==> src/sv/platform_shift_return_sequencer_unit_defines.svh <==
// Assertion helpers for the platform shift/return sequencer.
// Each macro expects clk and rst_n in scope.
`ifndef PLATFORM_SHIFT_RETURN_SEQUENCER_UNIT_DEFINES_SVH
`define PLATFORM_SHIFT_RETURN_SEQUENCER_UNIT_DEFINES_SVH

// Same-cycle implication.
`define PSRS_ASSERT(lbl, ante, cons, msg) \
  lbl: assert property (@(posedge clk) disable iff (!rst_n) (ante) |-> (cons)) else $error(msg);

// Next-cycle implication.
`define PSRS_ASSERT_NXT(lbl, ante, cons, msg) \
  lbl: assert property (@(posedge clk) disable iff (!rst_n) (ante) |=> (cons)) else $error(msg);

`endif

==> src/sv/psrs_pkg.sv <==
`timescale 1ns / 1ps
package psrs_pkg;

  // active action codes
  localparam logic [2:0] ACT_NONE   = 3'd0;
  localparam logic [2:0] ACT_SHIFT  = 3'd1;
  localparam logic [2:0] ACT_RETURN = 3'd2;
  localparam logic [2:0] ACT_SR     = 3'd3;
  localparam logic [2:0] ACT_SR2    = 3'd4;

  // sensor variants
  localparam logic [1:0] VAR_TWO   = 2'd0;
  localparam logic [1:0] VAR_THREE = 2'd1;
  localparam logic [1:0] VAR_FOUR  = 2'd2;
  localparam logic [1:0] VAR_OPEN  = 2'd3;

  // configuration register indexes
  localparam logic [2:0] CFG_VARIANT      = 3'd0;
  localparam logic [2:0] CFG_RET_LOC_DLY  = 3'd1;
  localparam logic [2:0] CFG_RET_IDLE_DLY = 3'd2;
  localparam logic [2:0] CFG_SHF_LOC_DLY  = 3'd3;
  localparam logic [2:0] CFG_SHF_STOP_DLY = 3'd4;

  // phases common to every action
  localparam logic [4:0] PH_START   = 5'd0;
  // three-sensor shift
  localparam logic [4:0] PH3_STOP_WAIT = 5'd1;
  localparam logic [4:0] PH3_RETRACT   = 5'd2;
  localparam logic [4:0] PH3_IDLE_WAIT = 5'd3;
  localparam logic [4:0] PH3_SEEK      = 5'd4;
  localparam logic [4:0] PH3_LOC_WAIT  = 5'd5;
  localparam logic [4:0] PH3_FINAL     = 5'd6;
  localparam logic [4:0] PH3_BRAKE     = 5'd7;
  localparam logic [4:0] PH3_PUSH      = 5'd8;
  localparam logic [4:0] PH_BACKOFF    = 5'd20;
  // four-sensor shift
  localparam logic [4:0] PH4_LIM2_FALL = 5'd1;
  localparam logic [4:0] PH4_LOCATE    = 5'd2;
  localparam logic [4:0] PH4_LIM1      = 5'd3;
  // two-sensor and open-loop shift
  localparam logic [4:0] PH2_LOCATE    = 5'd1;
  localparam logic [4:0] PHO_COUNT     = 5'd1;
  // return
  localparam logic [4:0] PHR_FALL      = 5'd1;
  localparam logic [4:0] PHR_RETRACT   = 5'd2;
  localparam logic [4:0] PHR_ORIGIN    = 5'd3;
  // last phase of the shift-return programs
  localparam logic [4:0] PHS_LAST_ONE  = 5'd3;
  localparam logic [4:0] PHS_LAST_TWO  = 5'd7;

  localparam int IN_W  = 8;
  localparam int OUT_W = 24;

endpackage

==> src/sv/platform_shift_return_sequencer_unit.sv <==
`timescale 1ns / 1ps
`include "platform_shift_return_sequencer_unit_defines.svh"
// An input beat passes through the input register and then the result register.
// One beat per cycle unless the result register stalls; state updates once per beat.
// A stalled result register holds the input register, which then holds in_tready low.
// Reset (rst_n low, synchronous): both stages empty, sequencer idle, counters and
// valve/done marks zero, sensor_variant three-sensor, all delays zero.
module platform_shift_return_sequencer_unit
  import psrs_pkg::*;
(
  input  logic             clk,
  input  logic             rst_n,
  input  logic             in_tvalid,
  output logic             in_tready,
  // op[2:0], origin_sensor, limit_one_sensor, limit_two_sensor, locate_sensor, pad
  input  logic [IN_W-1:0]  in_tdata,
  output logic             out_tvalid,
  input  logic             out_tready,
  // shift_valve, shift_back_valve, locate_valve, busy_res, shift_done, return_done,
  // shift_return_done, shift_return_twice_done, platform_position[7:0],
  // steps_since_return[7:0]
  output logic [OUT_W-1:0] out_tdata,
  input  logic             cfg_we,
  input  logic [2:0]       cfg_index,
  input  logic [15:0]      cfg_wdata
);

  logic            in_v_r;
  logic [6:0]      in_data_r;
  logic            out_v_r;
  logic [OUT_W-1:0] out_data_r;
  logic            adv;

  logic [1:0]  variant_r;
  logic [15:0] rl_delay_r, ri_delay_r, sl_delay_r;
  logic [7:0]  ss_delay_r;

  logic [4:0]  phase_r, phase_nxt;
  logic [2:0]  act_r, act_nxt;
  logic [15:0] wc_r, wc_nxt;
  logic [7:0]  pos_r, pos_nxt, start_r, start_nxt;
  logic        vs_r, vs_nxt, vb_r, vb_nxt, vl_r, vl_nxt;
  logic        ds_r, ds_nxt, dr_r, dr_nxt, dsr_r, dsr_nxt, dsr2_r, dsr2_nxt;
  logic        prev_loc_r, prev_lim2_r;

  logic [2:0]  op;
  logic        origin, lim1, lim2, loc, loc_fall, lim2_fall;
  logic [4:0]  ph, sr_last;
  logic [16:0] wait_lim;
  logic        wd;

  assign adv       = in_v_r && (!out_v_r || out_tready);
  assign in_tready = !in_v_r || adv;
  assign out_tvalid = out_v_r;
  assign out_tdata  = out_data_r;

  always_comb begin
    op        = in_data_r[2:0];
    origin    = in_data_r[3];
    lim1      = in_data_r[4];
    lim2      = in_data_r[5];
    loc       = in_data_r[6];
    loc_fall  = prev_loc_r && !loc;
    lim2_fall = prev_lim2_r && !lim2;

    phase_nxt = phase_r;
    act_nxt   = act_r;
    wc_nxt    = wc_r;
    pos_nxt   = pos_r;
    start_nxt = start_r;
    vs_nxt    = vs_r;
    vb_nxt    = vb_r;
    vl_nxt    = vl_r;
    ds_nxt    = ds_r;
    dr_nxt    = dr_r;
    dsr_nxt   = dsr_r;
    dsr2_nxt  = dsr2_r;

    // take a command only while idle
    if (act_r == ACT_NONE) begin
      if (op == ACT_SHIFT || op == ACT_RETURN ||
          ((op == ACT_SR || op == ACT_SR2) && variant_r == VAR_TWO)) begin
        act_nxt   = op;
        phase_nxt = PH_START;
        wc_nxt    = '0;
      end
    end

    ph = phase_nxt;
    case (ph)
      PH3_STOP_WAIT: wait_lim = {1'b0, rl_delay_r};
      PH3_IDLE_WAIT: wait_lim = {1'b0, ri_delay_r};
      PH3_LOC_WAIT:  wait_lim = {1'b0, sl_delay_r};
      PH3_BRAKE:     wait_lim = 17'({1'b0, ss_delay_r} + 9'd1);
      default:       wait_lim = '0;
    endcase
    wd = {1'b0, wc_nxt} >= wait_lim;
    sr_last = (act_nxt == ACT_SR2) ? PHS_LAST_TWO : PHS_LAST_ONE;

    case (act_nxt)
      ACT_SHIFT: begin
        case (variant_r)
          VAR_THREE: begin
            case (ph)
              PH_START: begin
                if (lim1) begin
                  if (pos_r == 8'd0) begin
                    ds_nxt = 1'b1; act_nxt = ACT_NONE; phase_nxt = PH_START;
                  end else begin
                    act_nxt = ACT_RETURN; start_nxt = '0; ds_nxt = 1'b1; dr_nxt = 1'b0;
                  end
                end else begin
                  ds_nxt = 1'b0;
                  if (pos_r == 8'd0) begin
                    vl_nxt = 1'b1; vb_nxt = 1'b0; vs_nxt = 1'b1; phase_nxt = PH3_FINAL;
                  end else begin
                    vs_nxt = 1'b0; vb_nxt = 1'b1; phase_nxt = PH_BACKOFF;
                  end
                  start_nxt = start_r + 8'd1;
                end
              end
              PH_BACKOFF: if (!loc) phase_nxt = PH3_STOP_WAIT;
              PH3_STOP_WAIT: begin
                if (wd) begin
                  wc_nxt = '0; vb_nxt = 1'b0; vs_nxt = 1'b0; phase_nxt = PH3_RETRACT;
                end else wc_nxt = wc_nxt + 16'd1;
              end
              PH3_RETRACT: begin
                vl_nxt = 1'b0; phase_nxt = PH3_IDLE_WAIT;
              end
              PH3_IDLE_WAIT: begin
                if (wd) begin
                  wc_nxt = '0; vb_nxt = 1'b0; vs_nxt = 1'b1; phase_nxt = PH3_SEEK;
                end else wc_nxt = wc_nxt + 16'd1;
              end
              PH3_SEEK: if (loc) phase_nxt = PH3_LOC_WAIT;
              PH3_LOC_WAIT: begin
                // count only while the locate sensor is clear
                if (!loc) begin
                  if (wd) begin
                    wc_nxt = '0; vl_nxt = 1'b1; phase_nxt = PH3_FINAL;
                  end else wc_nxt = wc_nxt + 16'd1;
                end
              end
              PH3_FINAL: begin
                if (loc || lim1) begin
                  vb_nxt = 1'b1; vs_nxt = 1'b0; phase_nxt = PH3_BRAKE;
                end
              end
              PH3_BRAKE: begin
                if (wd) begin
                  wc_nxt = '0; vb_nxt = 1'b0; vs_nxt = 1'b1; phase_nxt = PH3_PUSH;
                end else wc_nxt = wc_nxt + 16'd1;
              end
              PH3_PUSH: begin
                if (loc || lim1) begin
                  pos_nxt = pos_r + 8'd1; ds_nxt = 1'b1;
                  act_nxt = ACT_NONE; phase_nxt = PH_START;
                end
              end
              default: begin
                act_nxt = ACT_NONE; phase_nxt = PH_START; wc_nxt = '0;
              end
            endcase
          end
          VAR_FOUR: begin
            case (ph)
              PH_START: begin
                if (lim1 && lim2) begin
                  if (pos_r == 8'd0) begin
                    ds_nxt = 1'b1; act_nxt = ACT_NONE; phase_nxt = PH_START;
                  end else begin
                    act_nxt = ACT_RETURN; start_nxt = '0; ds_nxt = 1'b1; dr_nxt = 1'b0;
                  end
                end else begin
                  ds_nxt = 1'b0;
                  if (pos_r == 8'd0) begin
                    vl_nxt = 1'b1; vs_nxt = 1'b1; phase_nxt = PH4_LIM1;
                  end else begin
                    vs_nxt = 1'b0; phase_nxt = PH4_LIM2_FALL;
                  end
                  start_nxt = start_r + 8'd1;
                end
              end
              PH4_LIM2_FALL: begin
                if (lim2_fall) begin
                  vl_nxt = 1'b0; vs_nxt = 1'b1; phase_nxt = PH4_LOCATE;
                end
              end
              PH4_LOCATE: begin
                if (loc) begin
                  vl_nxt = 1'b1; phase_nxt = PH4_LIM1;
                end
              end
              PH4_LIM1: begin
                if (lim1) begin
                  pos_nxt = pos_r + 8'd1; ds_nxt = 1'b1;
                  act_nxt = ACT_NONE; phase_nxt = PH_START;
                end
              end
              default: begin
                act_nxt = ACT_NONE; phase_nxt = PH_START; wc_nxt = '0;
              end
            endcase
          end
          VAR_TWO: begin
            case (ph)
              PH_START: begin
                ds_nxt = 1'b0;
                if (!loc && pos_r == 8'd0) begin
                  vl_nxt = 1'b1; vs_nxt = 1'b1; phase_nxt = PH2_LOCATE;
                  start_nxt = start_r + 8'd1;
                end else if (pos_r == 8'd0) begin
                  ds_nxt = 1'b1; act_nxt = ACT_NONE; phase_nxt = PH_START;
                end else begin
                  act_nxt = ACT_RETURN; start_nxt = '0; ds_nxt = 1'b1; dr_nxt = 1'b0;
                end
              end
              PH2_LOCATE: begin
                if (loc) begin
                  pos_nxt = pos_r + 8'd1; ds_nxt = 1'b1;
                  act_nxt = ACT_NONE; phase_nxt = PH_START;
                end
              end
              default: begin
                act_nxt = ACT_NONE; phase_nxt = PH_START; wc_nxt = '0;
              end
            endcase
          end
          default: begin
            case (ph)
              PH_START: begin
                ds_nxt = 1'b0; vl_nxt = 1'b1; vb_nxt = 1'b0; vs_nxt = 1'b1;
                phase_nxt = PHO_COUNT;
                start_nxt = start_r + 8'd1;
              end
              PHO_COUNT: begin
                pos_nxt = pos_r + 8'd1; ds_nxt = 1'b1;
                act_nxt = ACT_NONE; phase_nxt = PH_START;
              end
              default: begin
                act_nxt = ACT_NONE; phase_nxt = PH_START; wc_nxt = '0;
              end
            endcase
          end
        endcase
      end
      ACT_RETURN: begin
        case (ph)
          PH_START: begin
            dr_nxt    = 1'b0;
            phase_nxt = (lim1 || origin) ? PHR_RETRACT : PHR_FALL;
            vs_nxt    = 1'b0;
            start_nxt = '0;
          end
          PHR_FALL: if (loc_fall) phase_nxt = PHR_RETRACT;
          PHR_RETRACT: begin
            vl_nxt = 1'b0; phase_nxt = PHR_ORIGIN;
          end
          PHR_ORIGIN: begin
            if (origin) begin
              pos_nxt = '0; dr_nxt = 1'b1; act_nxt = ACT_NONE; phase_nxt = PH_START;
            end
          end
          default: begin
            act_nxt = ACT_NONE; phase_nxt = PH_START; wc_nxt = '0;
          end
        endcase
      end
      ACT_SR, ACT_SR2: begin
        if (variant_r != VAR_TWO || ph > sr_last) begin
          act_nxt = ACT_NONE; phase_nxt = PH_START; wc_nxt = '0;
        end else begin
          case (ph[1:0])
            2'd0: begin
              if (ph == PH_START) begin
                if (act_nxt == ACT_SR) dsr_nxt = 1'b0;
                else dsr2_nxt = 1'b0;
              end
              vl_nxt = 1'b1; vs_nxt = 1'b1; phase_nxt = ph + 5'd1;
            end
            2'd1: if (loc) phase_nxt = ph + 5'd1;
            2'd2: begin
              vs_nxt = 1'b0; phase_nxt = ph + 5'd1;
            end
            default: begin
              if (origin) begin
                if (ph == sr_last) begin
                  if (act_nxt == ACT_SR) dsr_nxt = 1'b1;
                  else dsr2_nxt = 1'b1;
                  act_nxt = ACT_NONE; phase_nxt = PH_START;
                end else phase_nxt = ph + 5'd1;
              end
            end
          endcase
        end
      end
      default: ;
    endcase
  end

  // configuration registers
  always_ff @(posedge clk) begin
    if (!rst_n) begin
      variant_r  <= VAR_THREE;
      rl_delay_r <= '0;
      ri_delay_r <= '0;
      sl_delay_r <= '0;
      ss_delay_r <= '0;
    end else if (cfg_we) begin
      case (cfg_index)
        CFG_VARIANT:      variant_r  <= cfg_wdata[1:0];
        CFG_RET_LOC_DLY:  rl_delay_r <= cfg_wdata;
        CFG_RET_IDLE_DLY: ri_delay_r <= cfg_wdata;
        CFG_SHF_LOC_DLY:  sl_delay_r <= cfg_wdata;
        CFG_SHF_STOP_DLY: ss_delay_r <= cfg_wdata[7:0];
        default: ;
      endcase
    end
  end

  // stage valids and sequencer state
  always_ff @(posedge clk) begin
    if (!rst_n) begin
      in_v_r      <= 1'b0;
      out_v_r     <= 1'b0;
      phase_r     <= PH_START;
      act_r       <= ACT_NONE;
      wc_r        <= '0;
      pos_r       <= '0;
      start_r     <= '0;
      vs_r        <= 1'b0;
      vb_r        <= 1'b0;
      vl_r        <= 1'b0;
      ds_r        <= 1'b0;
      dr_r        <= 1'b0;
      dsr_r       <= 1'b0;
      dsr2_r      <= 1'b0;
      prev_loc_r  <= 1'b0;
      prev_lim2_r <= 1'b0;
    end else begin
      if (in_tready) in_v_r <= in_tvalid;
      if (adv) out_v_r <= 1'b1;
      else if (out_tready) out_v_r <= 1'b0;
      if (adv) begin
        phase_r     <= phase_nxt;
        act_r       <= act_nxt;
        wc_r        <= wc_nxt;
        pos_r       <= pos_nxt;
        start_r     <= start_nxt;
        vs_r        <= vs_nxt;
        vb_r        <= vb_nxt;
        vl_r        <= vl_nxt;
        ds_r        <= ds_nxt;
        dr_r        <= dr_nxt;
        dsr_r       <= dsr_nxt;
        dsr2_r      <= dsr2_nxt;
        prev_loc_r  <= loc;
        prev_lim2_r <= lim2;
      end
    end
  end

  // payload registers
  always_ff @(posedge clk) begin
    if (in_tready && in_tvalid) in_data_r <= in_tdata[6:0];
    if (adv) begin
      out_data_r <= {start_nxt, pos_nxt, dsr2_nxt, dsr_nxt, dr_nxt, ds_nxt,
                     (act_nxt != ACT_NONE), vl_nxt, vb_nxt, vs_nxt};
    end
  end

  `PSRS_ASSERT(a_idle_phase, act_r == ACT_NONE, phase_r == PH_START, "idle with nonzero phase")
  `PSRS_ASSERT(a_phase_range, 1'b1, phase_r <= PH_BACKOFF, "phase out of range")
  `PSRS_ASSERT(a_ready_empty, !out_v_r, in_tready, "input stalled with empty result register")
  `PSRS_ASSERT_NXT(a_hold_in, in_v_r && out_v_r && !out_tready, in_v_r, "stalled input beat lost")

endmodule
==> config.mk <==
export PLATFORM = sky130hd
export DESIGN_NAME = platform_shift_return_sequencer_unit
export DESIGN_NICKNAME = d
export VERILOG_FILES = /design/src/sv/psrs_pkg.sv /design/src/sv/platform_shift_return_sequencer_unit.sv
export VERILOG_INCLUDE_DIRS = /design/src /design/src/sv
export SDC_FILE = /design/constraint.sdc
export NUM_CORES = 1
export LEC_CHECK = 0
export BUFFER_PORTS_ARGS = -buffer_cell sky130_fd_sc_hd__buf_4
export CAP_MARGIN = 20
export CORE_MARGIN = 2
export CORE_UTILIZATION = 41
export DETAILED_ROUTE_END_ITERATION = 8
export GPL_TIMING_DRIVEN = 0
export SETUP_SLACK_MARGIN = 0.1
export SYNTH_ARGS = -nofsm -noshare
export SYNTH_HDL_FRONTEND = slang
export SYNTH_SLANG_ARGS = --single-unit
==> constraint.sdc <==
create_clock -name clk -period 7.3 [get_ports clk]
set_input_delay 0.365 -clock clk [delete_from_list [all_inputs] [get_ports clk]]
set_output_delay 0.365 -clock clk [all_outputs]
set_load 0.05 [all_outputs]
==> results of run 1 <==
==> registers in the layout, indices dropped and copies added, names as in the netlist, 2 cells and up <==
name and count:
out_tdata 24, ri_delay_r 16, act_r 3, pos_r 8, wc_r 16, phase_r 5
start_r 8, rl_delay_r 16, variant_r 2, sl_delay_r 16, in_data_r 7, ss_delay_r 8
==> cell families (layout without fill, tap and decap cells) <==
logic type	Yosys count	in the layout	share of synthesized area
adder cells (fa/ha/maj)	36	36	0.0466
XOR/XNOR	18	18	0.0171
buffers and inverters	120	209	0.0512
flip-flops	140	140	0.322
AND/OR/NAND/NOR	473	473	0.227
AO/OA/AOI/OAI	445	445	0.324
multiplexers	12	12	0.0124
==> routing by layer <==
layer	part of all wire	vias to the layer above	global-route usage	wire length, um
li1	-	4761	-	-
met1	0.42	4830	0.395	15400
met2	0.45	546	0.476	16300
met3	0.093	103	0.0570	3390
met4	0.040	0	0.132	1470
met5	0	-	0	0
==> worst paths after layout <==
path / start / end / slack [ps] / depth (start not counted)
worst max register to register: variant_r[0] / out_tdata[0] / 560 / 27
worst min register to register: rl_delay_r[5] / rl_delay_r[5] / 460 / 2
worst min-delay path: in_tdata[5] / in_data_r[5] / 90 / 1
worst max-delay path: variant_r[0] / out_tdata[0] / 560 / 27
==> per-stage QoR <==
| step | instance area, um^2 | total power (W) | instances |
|---|---|---|---|
| floorplan | 9660 | 0.00111 | 1244 |
| global placement | 10500 | 0.00126 | 1618 |
| detailed placement | 10500 | 0.00126 | 1620 |
| CTS | 11100 | 0.00216 | 1652 |
| global route | 11100 | 0.00224 | 1652 |
| finish | 11100 | 0.00217 | 1652 |
==> report_power, final <==
group	internal, W	switching, W
Sequential	0.000817	0.0000193
Combinational	0.000120	0.000298
Clock	0.000467	0.000447
Total	0.00140	0.000764
==> cell usage after synthesis (all sizes together), types with 11 or more instances <==
cell / n
dfxtp: 109
inv: 34
o211ai: 20
ha: 36
a31oi: 23
and2: 19
and3: 14
clkbuf: 62
edfxtp: 31
xor2: 11
nand3: 38
a22o: 16
a221oi: 13
a21o: 16
nand4: 14
nor2: 89
nor3: 33
a21oi: 139
mux2i: 12
nand2b: 11
nand2: 213
buf: 23
o21ai: 80
==> repair_timing <==
item / CTS / global route
gates resized for setup: 2 / 9
setup buffers: 0 / 0
endpoints found under the setup margin: 9 / 14
==> cell type report <==
type,count,area (um^2)
fillers,2405,12200
multi-input cells,984,6050
flip-flops and latches,140,3110
clock buffers,17,425
repair buffers,57,423
well taps,319,399
plain buffers,85,370
clock inverters,15,184
inverters,35,131
==> cell usage in the layout, fill, tap and decap left out, drive strengths merged, types with 10 or more instances in the layout <==
master and instances:
mux2i 12, nand2b 11, a211oi 10, o211ai 20, o31ai 10, clkbuf 79
nor3 33, nand4 14, o21ai 80, and3 14, ha 36, a31oi 23
edfxtp 31, inv 42, a21o 16, nor2 89, dfxtp 109, a22o 16
nand3 38, buf 80, xor2 11, a221oi 13, a21oi 139, nand2 213
and2 19
==> impl_metrics.tcl, run 1 <==
set metrics [dict create \
    outcome "finished clean" \
    finalSetupViolCount 0 \
    max_freq_ghz 0.148 \
    grt_pass1_wl_mm 56.7 \
    drt_iter0_drc 1205 \
    cts_tree "done" \
    grt_pass1_vias 9764 \
    grt_max_degree 34 \
    hold_class "primary input to flop" \
    criticalPathCategory "flop to flop" \
    fin_tns_setup_ps 0 \
    power.density_nw_per_um2 195 \
    synth_cell_types 92 \
    route.detailed.drc 0 \
    grtUsageTotal 0.299 \
    coreArea_um2 23300 \
    fin_skew_ps 12.9 \
    peakVddDrop_mv 0.117 \
    worstSetupEndpointType "flop" \
    drv_slew 0 \
    vias_per_cell 6.20 \
    path_max_fanout 10 \
    insertion_delay_ps 440 \
    synth_fp_nets 1312 \
    io-pin-count 58 \
    die_area_um2 24800 \
    overflow 0 \
    hpwl_mm 27.1 \
    via_count 10200 \
    syn_avg_cell_area_um2 7.76 \
    wire_per_inst_um 22.1 \
    max_stage_delay_ps 530 \
    min_period_ps 6740 \
    hold-worst-slack_ps 91.0 \
    htree_levels 4 \
    cp-start-kind "flop" \
    fp.dieH_um 157 \
    synth_edf_count 31 \
    cts_root_buffer "clkbuf_16" \
    yosys_register_bits 140 \
    fp.dieW_um 157 \
    postCtsHoldBufs 0 \
    antenna_cells 0 \
    crit_arrival_ps 6940 \
    num_rows 56 \
    netlist_instances 1244 \
    port_buffers 55 \
    min_period_over_period 0.924 \
    numCtsBuffers 17 \
    nets 1388 \
    relSlewSlack 0.344 \
    antenna_found_initial 0 \
    finalHoldViolCount 0 \
    ys.flop_type "dfxtp_1" \
    ys_seq_area_frac 0.322 \
    synth_largest_area_cell "dfxtp_1" \
    clk_pin_slew_ps 80 \
    tightest_slew_ps 977 \
    yosys_warnings 0 \
    drive_gt1_frac 0.120 \
    syn_area_um2 9660 \
    crit_path_top_delay_cell "a2111oi_1" \
    worstPathRequired_ps 7500 \
    synth_top_area_share 0.226 \
    synthTopCellsByArea "dfxtp_1 (23%), edfxtp_1 (9.6%), nand2_1 (8.3%), a21oi_1 (6.9%), ha_1 (4.7%)" \
    crit_top_cell "clkbuf_2" \
    clock-sinks 140 \
    wl_mm 36.5 \
    rsz0062_at_grt "no" \
    cp_top_family "buffers and inverters" \
    layout_setup_ws_ps 558 \
    gp_congestion 1.03 \
    p_leak_nw 4.03 \
    clockBufferDepth 2 \
    first_pass_iters 6 \
    ant_nets 0 \
    synthArstFlopShare 0 \
    place_ws_ps -106 \
    cp_num_buf_inv 10 \
    area_delta_synth_final_pct 15.0 \
    drv_cap 0 \
    initial_core_util 0.415 \
    fin_util 0.477 \
]
Note: power is estimated with default switching activity, not from simulation.
==> run 2: changes to the inputs <==
==> constraint.sdc (replaced) <==
create_clock -name clk -period 8.09 [get_ports clk]
set_input_delay 0.4045 -clock clk [delete_from_list [all_inputs] [get_ports clk]]
set_output_delay 0.4045 -clock clk [all_outputs]
set_load 0.05 [all_outputs]
==> run 2 against run 1 <==
Against the previous run:
- routed wire length increased by 0.56%
- critical path depth shrank 2
- clock power fell by 9.7%
- sequential share of layout area about the same
- first-iteration DRC count increased by 0.41%
- die area unchanged
- worst hold slack better by 39 ps
- via count up 0.41%
- non-clock buffer count did not move
- global-route usage did not move
- flip-flop and latch count is the same
- clock skew is 0.89 ps higher
- critical path type unchanged
- critical endpoint unchanged
- highest routed layer unchanged
==> impl_metrics.tcl, run 2 (synthesized netlist as in run 1, its figures left out) <==
set metrics [dict create \
    nFillCells 2400 \
    fin_skew_ps 13.8 \
    fin_util 0.477 \
    first_pass_iters 6 \
    grt_max_degree 34 \
    cts_root_buffer "clkbuf_16" \
    timing.rr.end "out_tdata[0]" \
    worstSetupEndpointType "flop" \
    wl_met2_mm 16.3 \
    p_leak_nw 4.01 \
    tightest_slew_ps 1130 \
    drive_gt1_frac 0.116 \
    cts_tree "done" \
    crit_top_cell "inv_1" \
    layout_commonest_cell "nand2_1" \
    antenna_found_initial 0 \
    worstPathRequired_ps 8280 \
    antenna_cells 0 \
    hold_class "primary input to flop" \
    worstReg2RegStart "variant_r[0]" \
    finalHoldViolCount 0 \
    criticalPathCategory "flop to flop" \
    finalSetupViolCount 0 \
    top_layer "met4" \
    wire_per_inst_um 22.2 \
    final_cell_mix "nand2_1 (213), a21oi_1 (134), dfxtp_1 (109), nor2_1 (88)" \
    fp.dieW_um 157 \
    vias_per_cell 6.22 \
    numCtsBuffers 17 \
    die_area_um2 24800 \
    via_count 10300 \
    power.density_nw_per_um2 176 \
    holdPathEnd "in_data_r[5]" \
    largest_reg_flops 24 \
    drt_iter0_drc 1210 \
    place_inst 1620 \
    drv_slew 0 \
    path_max_fanout 12 \
    max_freq_ghz 0.133 \
    crit_path_top_delay_cell "a2111oi_0" \
    grt_pass1_vias 9764 \
    min-delay-start "in_tdata[5]" \
    htree_levels 4 \
    min_path_cells 1 \
    r2r_cells 25 \
    wl_met3_mm 3.32 \
    drv_cap 0 \
    grtUsageTotal 0.299 \
    insertion_delay_ps 440 \
    fin_tns_setup_ps 0 \
    fp.dieH_um 157 \
    finalNonFillerCells 1652 \
    num_rows 56 \
    ant_nets 0 \
    relSlewSlack 0.241 \
    wl_met1_mm 15.6 \
    hpwl_mm 27.1 \
    coreArea_um2 23300 \
    cts_setup_buffers 0 \
    gp_congestion 1.03 \
    port_buffers 55 \
    wl_mm 36.7 \
    route.detailed.drc 0 \
    min_period_ps 7550 \
    dpl_cell_area_um2 10500 \
    area_delta_synth_final_pct 14.8 \
    min_period_over_period 0.933 \
    max_stage_delay_ps 700 \
    reg2reg_slack_ps 540 \
    fin_area_um2 11100 \
    clockBufferDepth 2 \
    crit_arrival_ps 7740 \
    peakVddDrop_mv 0.105 \
    overflow 0 \
    clock-sinks 140 \
    worstSetupStartpoint "variant_r[0]" \
    grt_pass1_wl_mm 56.7 \
    cp-start-kind "flop" \
    rsz0062_at_grt "no" \
    clk_pin_slew_ps 80 \
    outcome "finished clean" \
    io-pin-count 58 \
    nets 1388 \
    initial_core_util 0.415 \
]
[run 2: critical path, delay by kind of cell (launching register included)]
family | cells | cell delay, ps
AO/OA/AOI/OAI | 8 | 2720
buffers and inverters | 9 | 2570
AND/OR/NAND/NOR | 5 | 910
adder cells (fa/ha/maj) | 3 | 720
flip-flops | 1 | 360
[run 2: final cells by class]
cell class	count	area [um^2]	area share
Inverter	35	131	0.0118
Clock inverter	15	184	0.0166
Buffer	85	365	0.0329
Multi-Input combinational cell	984	6050	0.545
Tap cell	319	399	0.0360
Clock buffer	17	425	0.0384
Sequential cell	140	3110	0.281
Timing Repair Buffer	57	423	0.0381
[run 2: stage by stage]
step,worst slack [ps],total power (W),hold slack (ps)
floorplan,2770,0.00100,426
global placement,605,0.00113,436
detailed placement,684,0.00113,444
CTS,628,0.00195,130
global route,247,0.00202,127
finish,544,0.00196,130
[run 2: worst max path at each step]
stage / depth (start not counted) / to / slack [ps]
3_5_place_dp: 25 / out_tdata[0] / 680
4_1_cts: 25 / out_tdata[0] / 630
6_report: 25 / out_tdata[0] / 540
3_3_place_gp: 25 / out_tdata[0] / 600
2_1_floorplan: 27 / out_tdata[0] / 2770
5_1_grt: 25 / out_tdata[0] / 250
[run 2: report_power, final]
part / switching (W) / total, W / internal, W
logic: 0.000269 / 0.000377 / 0.000108
registers: 0.0000176 / 0.000755 / 0.000737
clock network: 0.000403 / 0.000825 / 0.000422
total: 0.000689 / 0.00196 / 0.00127
[run 2: layer usage]
metal | global-route usage | vias to the layer above
met2 | 0.476 | 540
met1 | 0.395 | 4865
met5 | 0 | -
met4 | 0.132 | 0
met3 | 0.0570 | 114
li1 | - | 4763
[run 2: what timing repair did]
item | in CTS | in global routing
endpoints found under the setup margin | 0 | 5
hold buffers | 0 | 0
gates resized for setup | 0 | 2
